<file path="config.mk">
export PLATFORM = sky130hd
export DESIGN_NAME = lsp_transport
export DESIGN_NICKNAME = d
export VERILOG_FILES = /design/src/hdl/lsp_pkg.sv /design/src/hdl/lsp_transport.sv
export SDC_FILE = /design/constraint.sdc
export NUM_CORES = 1
export LEC_CHECK = 0
export ABC_AREA = 0
export BUFFER_PORTS_ARGS = -buffer_cell sky130_fd_sc_hd__buf_2
export CAP_MARGIN = 10
export CORE_MARGIN = 2
export CORE_UTILIZATION = 27
export CTS_CLUSTER_SIZE = 28
export DETAILED_ROUTE_END_ITERATION = 10
export SYNTH_ARGS = -nofsm -noshare
export SYNTH_HDL_FRONTEND = slang
export SYNTH_SLANG_ARGS = --single-unit
</file>
<file path="constraint.sdc">
create_clock -name i_clk -period 43.7 [get_ports i_clk]
set_clock_uncertainty 0.05 [all_clocks]
set_input_delay 4.37 -clock i_clk [delete_from_list [all_inputs] [get_ports i_clk]]
set_output_delay 4.37 -clock i_clk [all_outputs]
set_load 0.05 [all_outputs]
</file>
<file path="src/hdl/lsp_pkg.sv">
`timescale 1ns / 1ps

package lsp_pkg;

    localparam int MAX_FRAMES = 65536;
    localparam int ADDR_W     = $clog2(MAX_FRAMES);
    localparam int POS_W      = 17;
    localparam int IDX_W      = 16;
    localparam int SAMPLE_W   = 32;
    localparam int FRAME_W    = 2 * SAMPLE_W;
    localparam int CMD_W      = 3;
    localparam int CFG_IDX_W  = 2;
    localparam int CFG_W      = 17;

    typedef enum logic [CMD_W-1:0] {
        CMD_WRITE = 3'd0,
        CMD_TICK  = 3'd1,
        CMD_PLAY  = 3'd2,
        CMD_PAUSE = 3'd3,
        CMD_STOP  = 3'd4,
        CMD_SEEK  = 3'd5
    } t_cmd;

    typedef enum logic [CFG_IDX_W-1:0] {
        REG_LOADED     = 2'd0,
        REG_LOOP_ON    = 2'd1,
        REG_LOOP_FIRST = 2'd2,
        REG_LOOP_LAST  = 2'd3
    } t_reg_idx;

    // transport result of one transaction, handed to the read stage
    typedef struct packed {
        logic              render;
        logic [ADDR_W-1:0] addr;
        logic              playing;
        logic [POS_W-1:0]  position;
    } t_xport;

endpackage

</file>
<file path="src/hdl/lsp_transport.sv">
`timescale 1ns / 1ps

module lsp_transport (
    input  logic                           i_clk,
    input  logic                           i_rst_n,
    input  logic                           i_cfg_we,
    input  logic [lsp_pkg::CFG_IDX_W-1:0]  i_cfg_index,
    input  logic [lsp_pkg::CFG_W-1:0]      i_cfg_data,
    input  logic                           i_accept,
    input  logic [lsp_pkg::CMD_W-1:0]      i_command,
    input  logic [lsp_pkg::POS_W-1:0]      i_seek_position,
    output lsp_pkg::t_xport                o_xport
);

    localparam int PW = lsp_pkg::POS_W;

    logic [PW-1:0] r_loaded;
    logic          r_loop_on;
    logic [PW-1:0] r_loop_first;
    logic [PW-1:0] r_loop_last;
    logic [PW-1:0] r_cursor;
    logic          r_playing;
    logic [PW-1:0] n_cursor;
    logic          n_playing;

    logic [PW-1:0] w_n;
    logic [PW:0]   w_end0;
    logic [PW:0]   w_end1;
    logic [PW-1:0] w_len;
    logic [PW-1:0] w_start;
    logic          w_can_loop;
    logic [PW-1:0] w_c1;
    logic [PW-1:0] w_c2;
    logic          w_render;

    always_ff @(posedge i_clk) begin
        if (!i_rst_n) begin
            r_loaded     <= '0;
            r_loop_on    <= 1'b0;
            r_loop_first <= '0;
            r_loop_last  <= '0;
            r_cursor     <= '0;
            r_playing    <= 1'b0;
        end else begin
            if (i_cfg_we) begin
                unique case (lsp_pkg::t_reg_idx'(i_cfg_index))
                    lsp_pkg::REG_LOADED:     r_loaded     <= i_cfg_data[PW-1:0];
                    lsp_pkg::REG_LOOP_ON:    r_loop_on    <= i_cfg_data[0];
                    lsp_pkg::REG_LOOP_FIRST: r_loop_first <= i_cfg_data[PW-1:0];
                    lsp_pkg::REG_LOOP_LAST:  r_loop_last  <= i_cfg_data[PW-1:0];
                    default: ;
                endcase
            end
            if (i_accept) begin
                r_cursor  <= n_cursor;
                r_playing <= n_playing;
            end
        end
    end

    // loop window and tick step
    always_comb begin
        if (32'(r_loaded) > 32'(lsp_pkg::MAX_FRAMES)) begin
            w_n = PW'(lsp_pkg::MAX_FRAMES);
        end else begin
            w_n = r_loaded;
        end
        w_end0 = {1'b0, r_loop_first} + (PW+1)'(1);
        w_end1 = ({1'b0, r_loop_last} > w_end0) ? {1'b0, r_loop_last} : w_end0;
        w_len  = (w_end1 > {1'b0, w_n}) ? w_n : w_end1[PW-1:0];
        w_start    = (r_loop_first < w_len) ? r_loop_first : w_len;
        w_can_loop = r_loop_on && (w_start < w_len);
        w_c1 = (w_can_loop && (r_cursor >= w_len)) ? w_start : r_cursor;
        w_c2 = w_c1 + PW'(1);
    end

    always_comb begin
        n_cursor  = r_cursor;
        n_playing = r_playing;
        w_render  = 1'b0;
        unique case (lsp_pkg::t_cmd'(i_command))
            lsp_pkg::CMD_WRITE: ;
            lsp_pkg::CMD_TICK: begin
                if (r_playing && (w_n != '0)) begin
                    n_cursor = w_c1;
                    if (w_c1 >= w_n) begin
                        n_playing = 1'b0;
                    end else begin
                        w_render  = 1'b1;
                        n_cursor  = w_c2;
                        n_playing = w_can_loop || (w_c2 < w_n);
                    end
                end
            end
            lsp_pkg::CMD_PLAY: begin
                if (w_n != '0) begin
                    if (r_cursor >= w_n) begin
                        n_cursor = '0;
                    end
                    n_playing = 1'b1;
                end
            end
            lsp_pkg::CMD_PAUSE: n_playing = 1'b0;
            lsp_pkg::CMD_STOP: begin
                n_playing = 1'b0;
                n_cursor  = '0;
            end
            lsp_pkg::CMD_SEEK: begin
                n_cursor = ((w_n != '0) && (i_seek_position > w_n)) ? w_n : i_seek_position;
            end
            default: ;
        endcase
        o_xport.render   = w_render;
        o_xport.addr     = lsp_pkg::ADDR_W'(w_c1);
        o_xport.playing  = n_playing;
        o_xport.position = n_cursor;
    end

endmodule

</file>
==> results of run 1 <==
## registers in the layout (all words and copies together), names as in the netlist
| name | flops |
|---|---|
| r_playing | 1 |
| r_loop_last | 17 |
| r_loaded | 17 |
| r_cursor | 17 |
| r_loop_on | 1 |
| r_loop_first | 17 |
## kinds of logic after synthesis
kind of cell | share of synthesized area
buf+inv | 0.0466
flops | 0.157
xor+xnor | 0.0411
simple gates | 0.237
mux | 0.0494
fa+ha+maj | 0.213
compound gates | 0.255
## cell type report
type / instances / area, sq um / area share
Multi-Input combinational cell: 1009 / 7100 / 0.713
Tap cell: 442 / 553 / 0.0555
Clock inverter: 7 / 55.1 / 0.00553
Clock buffer: 9 / 225 / 0.0226
Inverter: 54 / 203 / 0.0203
Timing Repair Buffer: 82 / 423 / 0.0425
Sequential cell: 70 / 1400 / 0.141
## metrics by stage
stage	instance area, sq um	setup slack, ns	total power (W)	instances
finish	9960	22.66	0.000398	1673
global route	9960	21.75	0.000425	1673
CTS	9960	23.09	0.000392	1673
detailed placement	9680	23.51	0.000316	1657
global placement	9680	23.62	0.000316	1657
floorplan	8910	25.06	0.000247	1181
## critical path, delay by kind of cell (launching register included)
kind	cells	cell delay, ns
compound gates	18	5.95
buf+inv	3	0.66
flops	1	0.51
xor+xnor	2	0.34
mux	2	0.88
fa+ha+maj	6	1.90
simple gates	20	5.97
## worst paths after layout
check	from	endpoint	slack (ns)	depth (start not counted)
setup reg to reg	r_loop_first[2]	r_playing	27.46	50
hold / removal	r_loaded[15]	r_loaded[15]	0.42	2
setup / recovery	r_loop_first[2]	o_xport[17]	22.66	51
hold reg to reg	r_loaded[15]	r_loaded[15]	0.42	2
## cell usage after synthesis (all sizes together), types with 17 or more instances
master,number
nand3,33
a31oi,17
a21o,19
nor4,26
xnor2,33
nand2,171
ha,152
mux2i,29
o21a,27
a21oi,106
nand4,36
o21ai,57
nor2,86
clkbuf,33
dfxtp,70
inv,54
## per-layer routing
metal	track usage	up-vias
li1	-	4483
met1	0.311	4630
met2	0.342	425
met3	0.0366	51
met4	0.0482	0
met5	0	-
## power breakdown
part / switching, W / internal, W
sequential: 0.00000480 / 0.0000662
combinational: 0.000166 / 0.0000863
clock: 0.0000356 / 0.0000391
total: 0.000206 / 0.000192
==> run_results.csv, run 1 <==
group,metric,value,unit
status,outcome,"completed",
global_route,grt_antenna_before_repair,0,
synth,synthFlopType,"dfxtp_1",
sta,worst_slew_pin_slew,1.15,ns
setup_path,cp_slowest_cell,"nor3_1",
clock_tree,clk_path_buf_depth,2,
power,power.density,39.9,mW/mm^2
cells_and_area,final_cell_mix,"171 x nand2_1, 152 x ha_1, 106 x a21oi_1, 85 x nor2_1, 77 x buf_2",
route,post_drt_wl_per_cell,22.4,um
sta,finalSetupTns,0,ns
synth,synth-seq-area-share,0.157,
clock_tree,clock_sinks,70,
min_path,min_path_type,"reg -> reg",
placed_design,portBuffers,77,
cells_and_area,postLayoutCoreUtil,0.306,
sta,hold_ws,0.423,ns
synth,synth_area_leaders,"ha_1 21%, dfxtp_1 16%, nand2_1 7.2%, a21oi_1 6.0%, nor2_1 3.6%",
clock_tree,clkTransAtPathRegs,0.07,ns
cells_and_area,nNetsFinal,1421,
power,cellLeakagePower,4.08,nW
synth,yosysWarningCount,0,
setup_path,crit_fanout,22,
route,avgViaCountPerCell,5.73,
setup_path,cpMostUsedCell,"ha_1",
cells_and_area,drive_above_1_share,0.112,
route,vias,9589,
route,dr_wl_met2,16500,um
clock_tree,insertion_delay,0.36,ns
synth,avgSynthCellArea,7.55,sq um
route,drt_iter0_drc,1023,
die,num_rows,66,
setup_path,critPathLaunchType,"register",
clock_tree,cts_tree,"done",
die,die_x,186,um
die,boundaryPins,78,
cells_and_area,fillers,3604,
clock_tree,cts_htree_levels,3,
die,dieArea,0.0345,sq mm
cells_and_area,diodes,0,
global_route,grt-ovfl-total,0,
synth,syn_area,0.00891,sq mm
synth,yosysTopAreaCellShare,0.213,
clock_tree,cts_setup_buffers,0,
clock_tree,root_buffer,"clkbuf_16",
sta,setup_viol,0,
synth,async_reset_ff_frac,0,
sta,finalCriticalPeriod,21.04,ns
sta,post-route-period-util,0.481,
cells_and_area,area_growth,11.8,%
setup_path,worstSetupEndpointType,"primary output",
synth,synth_cell_type_count,81,
sta,rsz0062_at_grt,"false",
sta,maxSlewViolCount,0,
clock_tree,ctsResizeCount,0,
die,fp.dieH,186,um
global_route,grt_pass1_vias,8824,
clock_tree,numCtsBuffers,9,
die,core_area,0.0325,sq mm
placed_design,hpwl,30900,um
cells_and_area,layout_commonest_cell,"nand2_1",
setup_path,max_stage_delay,0.68,ns
route,top_layer,"met4",
synth,synth_edf_count,0,
route,route.detailed.drc,0,
route,drt-pass1-iter-count,7,
setup_path,worstPathArrival,16.62,ns
setup_path,crit_type,"reg -> out",
global_route,grt_usage,0.218,
die,start_util,0.274,
job,drv_cap,0,
power,max-vdd-ir-drop,0.0000221,V
route,routedLengthMet1,17200,um
clock_tree,cts_hold_buf,0,
synth,synth_nets,1376,
placed_design,gp_congestion,0.986,
route,wl_met3,3090,um
synth,yosys.area.top_type,"ha_1",
route,drt_wl_total,37600,um
sta,max_freq,47.5,MHz
global_route,grt_pass1_wl,55800,um
sta,slew-limit-headroom,0.231,
sta,finalHoldViolCount,0,
route,ant_nets,0,
setup_path,crit_required,39.28,ns
synth,syn_inst,1181,
synth,ys_seq_elements,70,
global_route,grt_max_degree,55,
(Power assumes the default switching activity.)
==> inputs of run 2 (changes only) <==
==> constraint.sdc (replaced) <==
create_clock -name i_clk -period 19.9 [get_ports i_clk]
set_clock_uncertainty 0.05 [all_clocks]
set_input_delay 1.99 -clock i_clk [delete_from_list [all_inputs] [get_ports i_clk]]
set_output_delay 1.99 -clock i_clk [all_outputs]
set_load 0.05 [all_outputs]
==> run_results.csv, run 2 (synthesis gave the netlist of run 1 again) <==
group,metric,value,unit
die,die_x,186,um
global_route,grt_pass1_vias,8872,
die,dieArea,0.0345,sq mm
global_route,grt_antenna_before_repair,1,
placed_design,gp_congestion,0.992,
cells_and_area,fin_cells,1674,
sta,finalSetupTns,0,ns
power,clock_power_share,0.191,
global_route,grt-ovfl-total,0,
clock_tree,numCtsBuffers,9,
cells_and_area,drive_above_1_share,0.112,
placed_design,portBuffers,77,
placed_design,hpwl,30800,um
clock_tree,clkTransAtPathRegs,0.07,ns
power,max-vdd-ir-drop,0.0000561,V
sta,finalCriticalPeriod,18.52,ns
cells_and_area,area_growth,11.8,%
setup_path,crit_fanout,22,
job,drv_cap,0,
route,drt_wl_total,37700,um
power,power_switching,0.000454,W
setup_path,worstSetupEndpointType,"primary output",
die,num_rows,66,
clock_tree,cts_hold_buf,0,
global_route,grt_max_degree,55,
sta,setup_viol,0,
cells_and_area,final_cell_mix,"171 x nand2_1, 152 x ha_1, 106 x a21oi_1, 85 x nor2_1, 77 x buf_2",
setup_path,critPathLaunchType,"register",
route,ant_nets,0,
power,netSwitchingFraction,0.518,
sta,worst_slew_pin_slew,1.20,ns
placed_design,dp_cells,1657,
sta,maxSlewViolCount,0,
power,intPower,0.000422,W
cells_and_area,layout_commonest_cell,"nand2_1",
setup_path,cpMostUsedCell,"ha_1",
die,boundaryPins,78,
route,vias,9478,
clock_tree,clk_path_buf_depth,2,
power,p_comb_frac,0.631,
sta,finalHoldViolCount,0,
power,p_seq_frac,0.178,
clock_tree,cts_htree_levels,3,
die,core_area,0.0325,sq mm
global_route,grt_usage,0.218,
sta,max_freq,54.0,MHz
route,post_drt_wl_per_cell,22.5,um
sta,slew-limit-headroom,0.198,
min_path,min_path_type,"reg -> reg",
status,outcome,"completed",
route,drt-pass1-iter-count,5,
clock_tree,clock_sinks,70,
clock_tree,cts_setup_buffers,0,
setup_path,crit_type,"reg -> out",
die,start_util,0.274,
power,power.density,87.8,mW/mm^2
setup_path,max_stage_delay,0.67,ns
power,cellLeakagePower,4.09,nW
die,fp.dieH,186,um
global_route,grt_pass1_wl,55500,um
sta,rsz0062_at_grt,"false",
clock_tree,cts_tree,"done",
setup_path,crit_required,17.86,ns
clock_tree,ctsResizeCount,0,
clock_tree,root_buffer,"clkbuf_16",
setup_path,worstPathArrival,16.48,ns
route,avgViaCountPerCell,5.66,
sta,post-route-period-util,0.931,
setup_path,cp_slowest_cell,"a31oi_1",
clock_tree,insertion_delay,0.37,ns
route,route.detailed.drc,0,
cells_and_area,nNetsFinal,1421,
route,drt_iter0_drc,944,
[run 2: cell types whose count changed in the layout (fill, tap and decap cells not counted), sizes merged]
cell | previous run | this run
diode | 0 | 1
[run 2: power groups by stage]
stage / logic [W] / registers (W) / clock network, W
2_1_floorplan: 0.000389 / 0.000153 / 0
3_3_place_gp: 0.000534 / 0.000158 / 0
3_5_place_dp: 0.000537 / 0.000158 / 0
4_1_cts: 0.000539 / 0.000155 / 0.000168
5_1_grt: 0.000603 / 0.000156 / 0.000173
6_report: 0.000553 / 0.000156 / 0.000167
[run 2: critical path, delay by kind of cell, from the launching register on]
| family | cells | cell delay [ns] |
|---|---|---|
| compound gates | 18 | 5.97 |
| xor+xnor | 2 | 0.33 |
| fa+ha+maj | 6 | 1.88 |
| buf+inv | 3 | 0.67 |
| flops | 1 | 0.66 |
| mux | 2 | 0.89 |
| simple gates | 20 | 5.67 |
[run 2: layer usage]
layer  track usage  wire length (um)  up-vias
met4        0.0731              1220        0
met2         0.328             16100      424
met1         0.293             16800     4509
met5             0                 0        -
li1              -                 -     4474
met3        0.0681              3570       71
[run 2: layout make-up]
| type | instances | area [sq um] |
|---|---|---|
| fillers | 3591 | 22600 |
| multi-input cells | 1009 | 7100 |
| flip-flops and latches | 70 | 1400 |
| well taps | 442 | 553 |
| repair buffers | 82 | 423 |
| clock buffers | 9 | 225 |
| inverters | 54 | 203 |
| clock inverters | 7 | 57.6 |
| diodes | 1 | 2.50 |
[run 2: worst paths after layout]
path | start | endpoint | slack (ns) | depth (start not counted)
hold / removal | r_loaded[15] | r_loaded[15] | 0.43 | 2
setup reg to reg | r_loop_first[7] | r_playing | 3.79 | 50
hold reg to reg | r_loaded[15] | r_loaded[15] | 0.43 | 2
setup / recovery | r_loop_first[7] | o_xport[17] | 1.38 | 51
[run 2: through the flow]
step	setup slack, ns	cell area [sq um]	util	hold slack (ns)	total power [W]
2_1_floorplan	3.64	8910	-	0.394	0.000543
3_3_place_gp	2.43	9680	0.298	0.407	0.000693
3_5_place_dp	2.18	9680	0.298	0.413	0.000695
4_1_cts	1.76	9960	0.306	0.427	0.000862
5_1_grt	0.472	9960	0.306	0.452	0.000932
6_report	1.38	9970	0.306	0.428	0.000875
